$ cat config.mk
export PLATFORM = sky130hd
export DESIGN_NAME = button_debounce_short_long_press_unit
export DESIGN_NICKNAME = d
export VERILOG_FILES = /design/src/rtl/bdslp_pkg.sv /design/src/rtl/bdslp_step.sv /design/src/rtl/button_debounce_short_long_press_unit.sv
export SDC_FILE = /design/constraint.sdc
export NUM_CORES = 1
export LEC_CHECK = 0
export ABC_CLOCK_PERIOD_IN_PS = 11700
export BUFFER_PORTS_ARGS = -buffer_cell sky130_fd_sc_hd__buf_2
export CORE_MARGIN = 2
export CORE_UTILIZATION = 57
export DETAILED_ROUTE_END_ITERATION = 8
export PLACE_DENSITY = 0.85
export RECOVER_POWER = 25
export SLEW_MARGIN = 20
export SYNTH_ARGS = -nofsm -noshare
export SYNTH_HDL_FRONTEND = slang
export SYNTH_SLANG_ARGS = --single-unit
$ cat constraint.sdc
create_clock -name clk -period 11.7 [get_ports clk]
set_input_delay 1.17 -clock clk [delete_from_list [all_inputs] [get_ports clk]]
set_output_delay 1.17 -clock clk [all_outputs]
set_load 0.1 [all_outputs]
$ cat src/rtl/bdslp_pkg.sv
`default_nettype none

package bdslp_pkg;

    localparam int ACTION_BITS = 8;
    localparam int MASK_W      = 8;
    localparam int TIME_W      = 32;
    localparam int CFG_W       = 16;
    localparam int CFG_IDX_W   = 2;

    localparam logic [CFG_IDX_W-1:0] REG_DEBOUNCE   = 2'd0;
    localparam logic [CFG_IDX_W-1:0] REG_LONG_PRESS = 2'd1;
    localparam logic [CFG_IDX_W-1:0] REG_SHORT_MAX  = 2'd2;

    localparam logic [CFG_W-1:0] DEBOUNCE_RESET   = 16'd20;
    localparam logic [CFG_W-1:0] LONG_PRESS_RESET = 16'd600;
    localparam logic [CFG_W-1:0] SHORT_MAX_RESET  = 16'd600;

    typedef logic [ACTION_BITS-1:0] action_t;

    typedef struct packed {
        logic [MASK_W-1:0] short_mask;
        logic [MASK_W-1:0] long_mask;
        logic [TIME_W-1:0] now_ms;
    } sample_t;

    typedef struct packed {
        logic              event_valid;
        logic [MASK_W-1:0] event_mask;
    } result_t;

    typedef struct packed {
        logic [CFG_W-1:0] debounce_ms;
        logic [CFG_W-1:0] long_press_ms;
        logic [CFG_W-1:0] short_press_max_ms;
    } cfg_t;

    typedef struct packed {
        logic              seen_first;
        action_t           stable_short;
        action_t           stable_long;
        action_t           cand_short;
        action_t           cand_long;
        action_t           active_short;
        action_t           active_long;
        logic [TIME_W-1:0] cand_since;
        logic [TIME_W-1:0] press_start;
    } state_t;

endpackage

`default_nettype wire

$ cat src/rtl/bdslp_step.sv
`default_nettype none

module bdslp_step (
    input  wire bdslp_pkg::state_t  state,
    input  wire bdslp_pkg::sample_t sample,
    input  wire bdslp_pkg::cfg_t    cfg,
    output bdslp_pkg::state_t       state_next,
    output bdslp_pkg::result_t      result
);

    always_comb
    begin
        bdslp_pkg::action_t             s;
        bdslp_pkg::action_t             l;
        bdslp_pkg::action_t             ev;
        logic [bdslp_pkg::TIME_W-1:0]   now;
        logic [bdslp_pkg::TIME_W-1:0]   elapsed;
        logic [bdslp_pkg::TIME_W-1:0]   duration;
        logic [bdslp_pkg::TIME_W-1:0]   hold_time;
        logic                           differs;
        logic                           debounced;
        logic                           release_seen;
        logic                           held;
        logic                           short_ok;
        logic                           stable_any;
        logic                           active_any;
        bdslp_pkg::state_t              st;

        s            = sample.short_mask[bdslp_pkg::ACTION_BITS-1:0];
        l            = sample.long_mask[bdslp_pkg::ACTION_BITS-1:0];
        now          = sample.now_ms;
        st           = state;
        release_seen = 1'b0;
        duration     = '0;
        elapsed      = '0;
        differs      = 1'b0;
        debounced    = 1'b0;
        ev           = '0;

        if (!state.seen_first)
        begin
            // The first sample only loads the state.
            st.seen_first   = 1'b1;
            st.stable_short = s;
            st.stable_long  = l;
            st.cand_short   = s;
            st.cand_long    = l;
            st.active_short = '0;
            st.active_long  = '0;
            st.cand_since   = now;
            st.press_start  = ((|s) || (|l)) ? now : '0;
        end
        else
        begin
            if (s != state.cand_short || l != state.cand_long)
            begin
                st.cand_short = s;
                st.cand_long  = l;
                st.cand_since = now;
            end
            differs   = (st.cand_short != state.stable_short)
                     || (st.cand_long != state.stable_long);
            elapsed   = now - st.cand_since;
            debounced = differs
                     && (elapsed >= bdslp_pkg::TIME_W'(cfg.debounce_ms));
            if (debounced)
            begin
                st.stable_short = st.cand_short;
                st.stable_long  = st.cand_long;
                if ((|st.cand_short) || (|st.cand_long))
                begin
                    // A new press, or a changed press, restarts the timing.
                    st.active_short = st.cand_short;
                    st.active_long  = st.cand_long;
                    st.press_start  = now;
                end
                else
                begin
                    release_seen = 1'b1;
                    duration     = now - state.press_start;
                end
            end
        end

        hold_time  = now - st.press_start;
        held       = hold_time >= bdslp_pkg::TIME_W'(cfg.long_press_ms);
        short_ok   = duration <= bdslp_pkg::TIME_W'(cfg.short_press_max_ms);
        stable_any = (|st.stable_short) || (|st.stable_long);
        active_any = (|st.active_short) || (|st.active_long);

        if (stable_any && active_any && held)
        begin
            ev              = st.active_long;
            st.active_short = '0;
            st.active_long  = '0;
        end
        else if (release_seen && active_any && short_ok)
        begin
            ev              = st.active_short;
            st.active_short = '0;
            st.active_long  = '0;
        end
        else if (release_seen)
        begin
            st.active_short = '0;
            st.active_long  = '0;
        end

        result.event_valid = |ev;
        result.event_mask  = bdslp_pkg::MASK_W'(ev);
        state_next         = st;
    end

endmodule

`default_nettype wire

$ cat src/rtl/button_debounce_short_long_press_unit.sv
// Channel   Direction  Handshake            Word
// sample    in         sample_valid/stall   short_mask, long_mask, now_ms
// result    out        result_valid/stall   event_valid, event_mask
// cfg       in         cfg_valid/ready      cfg_index, cfg_data
//
// One word is accepted per cycle while sample_stall is low; its result is
// held in the result register. The sample register feeds the debounce
// and press logic, which updates the state and the result register together.
// Reset clears the tracking state and loads the default timing registers.
// A stalled result holds the pipeline; sample_stall rises only when both
// stages are full and the result is stalled.
`default_nettype none

module button_debounce_short_long_press_unit (
    input  wire logic                                clk,
    input  wire logic                                rst_n,
    input  wire logic                                sample_valid,
    output logic                                     sample_stall,
    input  wire bdslp_pkg::sample_t                  sample,
    output logic                                     result_valid,
    input  wire logic                                result_stall,
    output bdslp_pkg::result_t                       result,
    input  wire logic                                cfg_valid,
    output logic                                     cfg_ready,
    input  wire logic [bdslp_pkg::CFG_IDX_W-1:0]     cfg_index,
    input  wire logic [bdslp_pkg::CFG_W-1:0]         cfg_data
);

    logic                s1_valid_reg;
    logic                s1_valid_next;
    bdslp_pkg::sample_t  s1_sample_reg;
    bdslp_pkg::state_t   state_reg;
    bdslp_pkg::state_t   state_next;
    logic                out_valid_reg;
    logic                out_valid_next;
    bdslp_pkg::result_t  out_reg;
    bdslp_pkg::result_t  step_result;
    bdslp_pkg::cfg_t     cfg_reg;
    bdslp_pkg::cfg_t     cfg_next;
    logic                accept;
    logic                advance;

    bdslp_step u_step (
        .state      (state_reg),
        .sample     (s1_sample_reg),
        .cfg        (cfg_reg),
        .state_next (state_next),
        .result     (step_result)
    );

    assign advance      = s1_valid_reg && (!out_valid_reg || !result_stall);
    assign sample_stall = s1_valid_reg && out_valid_reg && result_stall;
    assign accept       = sample_valid && !sample_stall;
    assign result_valid = out_valid_reg;
    assign result       = out_reg;
    assign cfg_ready    = 1'b1;

    always_comb
    begin
        s1_valid_next = s1_valid_reg;
        if (accept)
        begin
            s1_valid_next = 1'b1;
        end
        else if (advance)
        begin
            s1_valid_next = 1'b0;
        end

        out_valid_next = out_valid_reg;
        if (advance)
        begin
            out_valid_next = 1'b1;
        end
        else if (out_valid_reg && !result_stall)
        begin
            out_valid_next = 1'b0;
        end

        cfg_next = cfg_reg;
        if (cfg_valid)
        begin
            case (cfg_index)
                bdslp_pkg::REG_DEBOUNCE:   cfg_next.debounce_ms        = cfg_data;
                bdslp_pkg::REG_LONG_PRESS: cfg_next.long_press_ms      = cfg_data;
                bdslp_pkg::REG_SHORT_MAX:  cfg_next.short_press_max_ms = cfg_data;
                default:                   cfg_next = cfg_reg;
            endcase
        end
    end

    always_ff @(posedge clk or negedge rst_n)
    begin
        if (!rst_n)
        begin
            s1_valid_reg               <= 1'b0;
            out_valid_reg              <= 1'b0;
            state_reg                  <= '0;
            cfg_reg.debounce_ms        <= bdslp_pkg::DEBOUNCE_RESET;
            cfg_reg.long_press_ms      <= bdslp_pkg::LONG_PRESS_RESET;
            cfg_reg.short_press_max_ms <= bdslp_pkg::SHORT_MAX_RESET;
        end
        else
        begin
            s1_valid_reg  <= s1_valid_next;
            out_valid_reg <= out_valid_next;
            cfg_reg       <= cfg_next;
            if (advance)
            begin
                state_reg <= state_next;
            end
        end
    end

    always_ff @(posedge clk)
    begin
        if (accept)
        begin
            s1_sample_reg <= sample;
        end
        if (advance)
        begin
            out_reg <= step_result;
        end
    end

endmodule

`default_nettype wire

# [Yosys cells after proc, flatten, opt, wreduce, memory -nomap -nowiden]
# Index checks and enable logic that the tools add are counted.
[totals] output_inout_bits=12 ff_bits=220 input_bits=71
[op_classes] order_cmp=3 muxes=26 n_reduce_logical=35 addsub=3 eq_ne=6
[op_table] op="$mux W32" count=8
[op_table] op="$mux W16" count=8
[op_table] op="$mux W112" count=1
[op_table] op="$sub A32 B32 Y32" count=3
[op_table] op="$reduce_or A8 Y1" count=9
[op_table] op="$ge A32 B16 Y1" count=2
[op_table] op="$le A32 B16 Y1" count=1
[op_table] op="$ne A8 B8 Y1" count=4
[op_table] op="$mux W8" count=2
[op_table] op="$logic_and A1 B1 Y1" count=10
[op_table] op="$logic_or A1 B1 Y1" count=7
[op_table] op="$mux W1" count=7
[op_table] op="$reduce_and A2 Y1" count=3
[op_table] op="$reduce_bool A2 Y1" count=2
[op_table] op="$logic_not A1 Y1" count=3
[op_table] op="$eq A2 B1 Y1 const B" count=1
[op_table] op="$eq A2 B2 Y1 const B" count=1
[op_table] op="$logic_not A2 Y1" count=1

# [Depth between registers and ports, before layout]
# Gate-level depths: netlist of the first run.
[logic_depth] depth_word=16 depth_mapped=59

# [Modules after synthesis]
# A second synthesis of the first run with hierarchy kept.
[hier_totals] hier_cells=1869 area_unflattened_um2=17420.5
[modules_own_cells] mod="bdslp_step" seq_area_each_um2=0.0 cells_per_inst=1462 area_each_um2=9574.2 n_inst=1
[modules_own_cells] mod="button_debounce_short_long_press_unit" seq_area_each_um2=5803.1 cells_per_inst=407 area_each_um2=7846.3 n_inst=1

# [Least setup slack after synthesis of the first run]
# OpenSTA, ideal clock, no wires.
[synth_path] path_kind="reg-to-reg" from="register s1_sample_reg[38] (netlist name)" to="register out_reg (netlist bit result[6]) (data pin)" setup_time_ns=0.286 path_stages_with_launch=56 path_buffers=6 slack_ns=0.611 arrival_ns=10.804 path_cell_list="edfxtp_1 -> xnor2_1 -> nand4_2 -> nor4_4 -> buf_4 -> buf_2 -> buf_1 -> buf_1 -> nand2_1 -> o21ai_0 -> ha_1 -> inv_1 -> ha_1 -> nor2_1 -> a21oi_1 -> o311a_2 -> a211oi_2 -> xnor2_1 -> [20 not listed] -> nor2_1 -> a311oi_1 -> o22ai_1 -> o211ai_2 -> o21ai_0 -> a21oi_1 -> xnor2_1 -> ha_1 -> a21o_1 -> a21oi_1 -> o211ai_1 -> a311oi_1 -> o221a_2 -> o2111a_1 -> and4_1 -> and3_4 -> buf_6 -> o22ai_1"
[synth_rtl] element="start, declared" line="button_debounce_short_long_press_unit.sv:31" rtl="bdslp_pkg::sample_t s1_sample_reg;"
[synth_rtl] element="start signal, assigned" line="button_debounce_short_long_press_unit.sv:119" rtl="s1_sample_reg <= sample;"
[synth_rtl] element="end signal, assigned" line="button_debounce_short_long_press_unit.sv:123" rtl="out_reg <= step_result;"
[synth_rtl] element="end, declared" line="button_debounce_short_long_press_unit.sv:36" rtl="bdslp_pkg::result_t out_reg;"

==> results of run 1 <==
-- layout make-up --
| class | instances | area (um^2) |
|---|---|---|
| fillers | 2478 | 10900 |
| inverters | 136 | 510 |
| flip-flops and latches | 220 | 5800 |
| repair buffers | 103 | 576 |
| well taps | 390 | 488 |
| clock inverters | 18 | 151 |
| clock buffers | 28 | 647 |
| multi-input cells | 1518 | 10500 |
-- layer usage --
metal,vias to the layer above,track usage,wire (um)
met2,697,0.525,23300
li1,7184,-,-
met3,140,0.0330,3520
met4,0,0.126,2050
met5,-,0,0
met1,7460,0.417,20500
-- worst min-delay path: cells and delay by family (launching register included) --
family / cells / cell delay [ns]
flip-flops: 1 / 0.35
AND/OR/NAND/NOR: 2 / 0.11
-- worst max path at each step --
stage | from | endpoint | slack, ns | cells past startpoint
floorplan | s1_sample_reg[38] | result[6] | 0.61 | 55
global placement | s1_sample_reg[47] | result[6] | 0.76 | 50
detailed placement | s1_sample_reg[33] | result[2] | 0.50 | 50
CTS | s1_sample_reg[33] | result[4] | 0.42 | 50
global route | s1_sample_reg[47] | result[4] | 0.03 | 49
finish | s1_sample_reg[43] | result[4] | 0.71 | 49
-- timing repair --
item / CTS / global route
resized for setup: 0 / 9
hold buffers: 0 / 0
setup endpoints to repair: 0 / 15
-- cells in the final DEF (no fill, tap or decap), types with 18 or more instances in the layout --
cell type  count
a21o_1        49
a21oi_1      110
a22oi_1       25
a31oi_1       20
buf_2         76
buf_4         20
clkbuf_16     25
dfrtp_1      153
edfxtp_1      57
ha_1         126
inv_1        135
mux2_2        78
mux2i_1       38
nand2_1      252
nand2b_1      33
nand3_1       47
nand4_1       35
nor2_1       109
nor2b_1       33
nor3_1        48
nor4_1        18
o21ai_0      120
xnor2_1       44
xor2_1        43
-- power breakdown --
part | total (mW) | internal, mW | switching [mW]
clock | 0.773 | 0.427 | 0.347
combinational | 0.866 | 0.353 | 0.514
sequential | 0.996 | 0.898 | 0.0977
-- logic make-up after synthesis --
kind of cell / count (synthesis) / synth area share
muxes: 117 / 0.0738
AOI/OAI and AO/OA: 505 / 0.199
adders and majority gates: 142 / 0.103
and+or+nand+nor: 662 / 0.187
other: 1 / 0.000218
buffers and inverters: 228 / 0.0526
xor gates and xnor gates: 91 / 0.0481
DFF: 220 / 0.337
-- metrics by stage --
step | total power, mW | instances | util | cell area (um^2) | hold WS, ns
final | 2.64 | 2413 | 0.631 | 18700 | 0.487
after CTS | 2.62 | 2413 | 0.631 | 18700 | 0.488
after floorplan | 1.62 | 1966 | - | 17200 | 0.449
after detailed placement | 1.85 | 2367 | 0.604 | 17900 | 0.475
after global placement | 1.82 | 2367 | 0.604 | 17900 | 0.471
after global routing | 2.77 | 2413 | 0.631 | 18700 | 0.514
==> out/qor.txt, run 1 <==
run status -> finished, violations left
violated checks -> capacitance limit, slew limit
Clock Path Buffers -> 3
CP max-delay cell -> edfxtp_1
total track usage -> 0.314
Slew Limit Headroom -> -2.33
Worst R2R Setup Slack -> 0.71 ns
Lkg Pwr -> 8.41 nW
HP Start -> state_reg[70]
CTS tree -> built
Synth top cells by count -> nand2_1, dfrtp_1, inv_1, ha_1, o21ai_0
worst hold path cell count -> 2
max-cap viol count -> 1
final WL -> 49.4 mm
Initial Util -> 0.580
Routed Antenna Nets -> 0
dominant cells by area after synthesis -> dfrtp_1, edfxtp_1, ha_1
max reg flops -> 113
global route total overflow -> 0
Distinct cells, synth -> 103
Final Hold Fails -> 0
routed via count -> 15.5k
Net Count, Synth -> 2,167
Worst Tran Pin Value -> 5.00 ns
count leader, synth -> nand2_1
drt initial violations -> 1,561
R2R depth -> 49
Hold EP -> state_reg[70]
Crit. End Element -> flip-flop
P&R area growth vs syn -> 8.79%
first-pass GRT wire length -> 78.5 mm
Core Box Area -> 0.0296 mm^2
Die X -> 178 um
Die Ht -> 178 um
Buffers on Ports -> 81
CP startpoint kind -> flip-flop
Post-CTS Repair Setup Buffers -> 0
largest net degree at the start of global routing -> 91
Avg WL per Cell -> 20.5 um
ys async rst share -> 0.741
Crit Path Category -> flip-flop to flip-flop
Setup Viol. Count Final -> 0
Vias per Instance -> 6.42
CP peak stage delay -> 0.50 ns
num ports -> 83
FMAX -> 91.0 MHz
die area -> 0.0316 mm^2
share of layout cells above drive strength 1 -> 0.143
Tmin final -> 10.99 ns
Mapped Cells -> 1,966
worst-skew pair later-pin latency -> 0.55 ns
TritonCTS buffer count -> 25
Post-synth EDFFs -> 57
Synth Cell Area -> 0.0172 mm^2
P per Cell Area -> 141 mW/mm^2
Max IR drop VDD -> 0.000139 V
FF+latch count, synth -> 220
Top FF cell, synth -> dfrtp_1
# DRC -> 0
Antenna Cells -> 0
Final #Nets -> 2,205
Setup WS post-layout -> 0.715 ns
drt first pass iters -> 6
delay-heaviest family, CP -> compound AO/OA/AOI/OAI gates
vias in the first global route -> 14.9k
Hold/Removal Path Class -> flip-flop to flip-flop
Avg Cell Area, Syn -> 8.75 um^2
YS warnings -> 0
most used cell, CP -> a21o_1
initial antenna violation count -> 0
Yosys top cell area share -> 0.223
floorplan row count -> 63
RSZ-0062 raised after global routing -> false
Setup Skew -> 0.0152 ns
RR Endpoint -> result[4]
register area share after synthesis -> 0.337
RD Place Congestion -> 0.951
DP Worst Slack -> 0.499 ns
WP buf/inv -> 5
crit path DAT -> 11.23 ns
CTS Root Cell -> clkbuf_16
hpwl dp -> 36.8 mm
Clock transition at path regs -> 0.06 ns
WP data required -> 11.94 ns
setup TNS -> 0 ns
Max Transition Viols Final -> 91
clk sinks -> 220
H-tree depth -> 1
RR Startpoint -> s1_sample_reg[43]
CP max FO -> 27
post-synth top area cell -> dfrtp_1
final period utilization -> 0.939
Note: power is estimated with default switching activity, not from simulation.
==> inputs of run 2 (changes only) <==
Settings changed: REMOVE_ABC_BUFFERS set to 1.
==> run 2 against run 1 <==
Power up 0.49%. Register-to-register slack about the same. Die area stayed put. Final cell count unchanged. Combinational power down 0.7%. Critical path depth grew 1. Worst setup slack lost 0.013 ns. Worst hold slack improved by 0.018 ns. Via count shrank 0.34%. Critical endpoint is now result[5]. The run still ends with capacitance limit, slew limit left. Sequential share of layout area is essentially flat. Highest routed layer unchanged. Clock-buffer cell count is 7 higher.
==> out/qor.txt, run 2 (synthesized netlist as in run 1, its figures left out) <==
TritonCTS buffer count -> 26 (was 25)
Final Hold Fails -> 0 (unchanged)
max-cap viol count -> 1 (unchanged)
Worst Tran Pin Value -> 5.03 ns (was 5.00 ns)
final WL -> 48.7 mm (was 49.4 mm)
Antenna Cells -> 0 (unchanged)
Max Transition Viols Final -> 89 (was 91)
Crit. End Element -> flip-flop (unchanged)
Hold/Removal Path Class -> flip-flop to flip-flop (unchanged)
initial antenna violation count -> 0 (unchanged)
FILL cells -> 2,491 (was 2,478)
Worst path depth -> 50 (was 49)
total track usage -> 0.309 (was 0.314)
num ports -> 83 (unchanged)
Setup Skew -> 0.0148 ns (was 0.0152 ns)
commonest non-fill, non-tap cell in the layout -> nand2_1 (unchanged)
Core Box Area -> 0.0296 mm^2 (unchanged)
DP Worst Slack -> 0.499 ns (about the same)
routed via count -> 15.4k (was 15.5k)
setup TNS -> 0 ns (unchanged)
Lkg Pwr -> 8.43 nW (was 8.41 nW)
H-tree depth -> 1 (unchanged)
CP max FO -> 13 (was 27)
first-pass GRT wire length -> 77.5 mm (was 78.5 mm)
Clock transition at path regs -> 0.06 ns (about the same)
violated checks -> capacitance limit, slew limit (unchanged)
drt first pass iters -> 6 (unchanged)
Initial Util -> 0.580 (unchanged)
final period utilization -> 0.940 (was 0.939)
Vias per Instance -> 6.39 (was 6.42)
RSZ-0062 raised after global routing -> false (unchanged)
R2R depth -> 50 (was 49)
multi-input logic area -> 0.0105 mm^2 (about the same)
run status -> finished, violations left (unchanged)
Final Non-Filler Cells -> 2,413 (unchanged)
share of layout cells above drive strength 1 -> 0.139 (was 0.143)
WP data required -> 11.94 ns (about the same)
Die Ht -> 178 um (unchanged)
FF+latch area -> 0.00580 mm^2 (unchanged)
Avg WL per Cell -> 20.2 um (was 20.5 um)
Slew Limit Headroom -> -2.36 (was -2.33)
hpwl dp -> 36.5 mm (was 36.8 mm)
crit path DAT -> 11.24 ns (was 11.23 ns)
Worst R2R Setup Slack -> 0.70 ns (was 0.71 ns)
Buffers on Ports -> 81 (unchanged)
Tmin final -> 11.00 ns (was 10.99 ns)
drt initial violations -> 1,464 (was 1,561)
Final #Nets -> 2,204 (was 2,205)
worst-skew pair later-pin latency -> 0.55 ns (about the same)
RD Place Congestion -> 0.975 (was 0.951)
# DRC -> 0 (unchanged)
final hold slack -> 0.505 ns (was 0.487 ns)
die area -> 0.0316 mm^2 (unchanged)
most frequent cells in the layout -> nand2_1, dfrtp_1, inv_1, ha_1, o21ai_0 (unchanged)
Routed Antenna Nets -> 0 (unchanged)
delay-heaviest family, CP -> compound AO/OA/AOI/OAI gates (unchanged)
vias in the first global route -> 14.7k (was 14.9k)
Die X -> 178 um (unchanged)
CP peak stage delay -> 0.49 ns (was 0.50 ns)
P&R area growth vs syn -> 8.82% (was 8.79%)
P per Cell Area -> 142 mW/mm^2 (was 141 mW/mm^2)
worst hold path cell count -> 2 (unchanged)
CTS tree -> built (unchanged)
CP max-delay cell -> edfxtp_1 (unchanged)
clk sinks -> 220 (unchanged)
Setup WS post-layout -> 0.702 ns (was 0.715 ns)
global route total overflow -> 0 (unchanged)
CP startpoint kind -> flip-flop (unchanged)
CTS Root Cell -> clkbuf_16 (unchanged)
Crit Path Category -> flip-flop to flip-flop (unchanged)
FMAX -> 90.9 MHz (was 91.0 MHz)
largest net degree at the start of global routing -> 89 (was 91)
floorplan row count -> 63 (unchanged)
Placed Cells incl. Taps -> 2,364 (was 2,367)
Max IR drop VDD -> 0.000129 V (was 0.000139 V)
Clock Path Buffers -> 3 (unchanged)
Setup Viol. Count Final -> 0 (unchanged)
Util after Layout -> 0.631 (about the same)
max reg flops -> 113 (unchanged)
WP buf/inv -> 2 (was 5)
run 2: worst min-delay path, cell delays in order (launching register included):
cell	delay, ns
dfrtp_1	0.36
nand2_1	0.05
o21ai_0	0.06
run 2: worst paths after layout:
| check | from | end |
|---|---|---|
| worst max-delay path | s1_sample_reg[37] | result[5] |
| worst min-delay path | state_reg[6] | state_reg[6] |
| worst max register to register | s1_sample_reg[37] | result[5] |
| worst min register to register | state_reg[6] | state_reg[6] |
| max in group asynchronous | rst_n | state_reg[45] |
| min in group asynchronous | rst_n | state_reg[27] |
run 2: final cells by class:
cell class              count  area share
clock buffers              35      0.0393
multi-input cells        1518       0.562
inverters                 136      0.0273
flip-flops and latches    220       0.310
well taps                 390      0.0261
clock inverters            13     0.00535
repair buffers            101      0.0294
run 2: metal layers:
layer | share of wire | global-route usage
met1 | 0.42 | 0.417
met3 | 0.076 | 0.0373
met4 | 0.042 | 0.123
met5 | 0 | 0
met2 | 0.46 | 0.506
run 2: stage by stage:
stage / instance area, um^2 / power (mW)
3_3_place_gp: 17900 / 1.82
5_1_grt: 18700 / 2.79
6_report: 18700 / 2.65
4_1_cts: 18700 / 2.64
3_5_place_dp: 17900 / 1.85
2_1_floorplan: 16800 / 1.61
run 2: what timing repair did:
item	4_1_cts	5_1_grt
endpoints found under the setup margin	0	25
hold buffers	0	0
gates resized for setup	0	6
buffers inserted	0	1
run 2: power by group:
group / leakage (nW) / internal, mW / switching (mW) / total [mW]
combinational: 5.51 / 0.351 / 0.509 / 0.860
sequential: 2.51 / 0.898 / 0.0986 / 0.997
clock: 0.411 / 0.462 / 0.329 / 0.791
total: 8.43 / 1.71 / 0.937 / 2.65
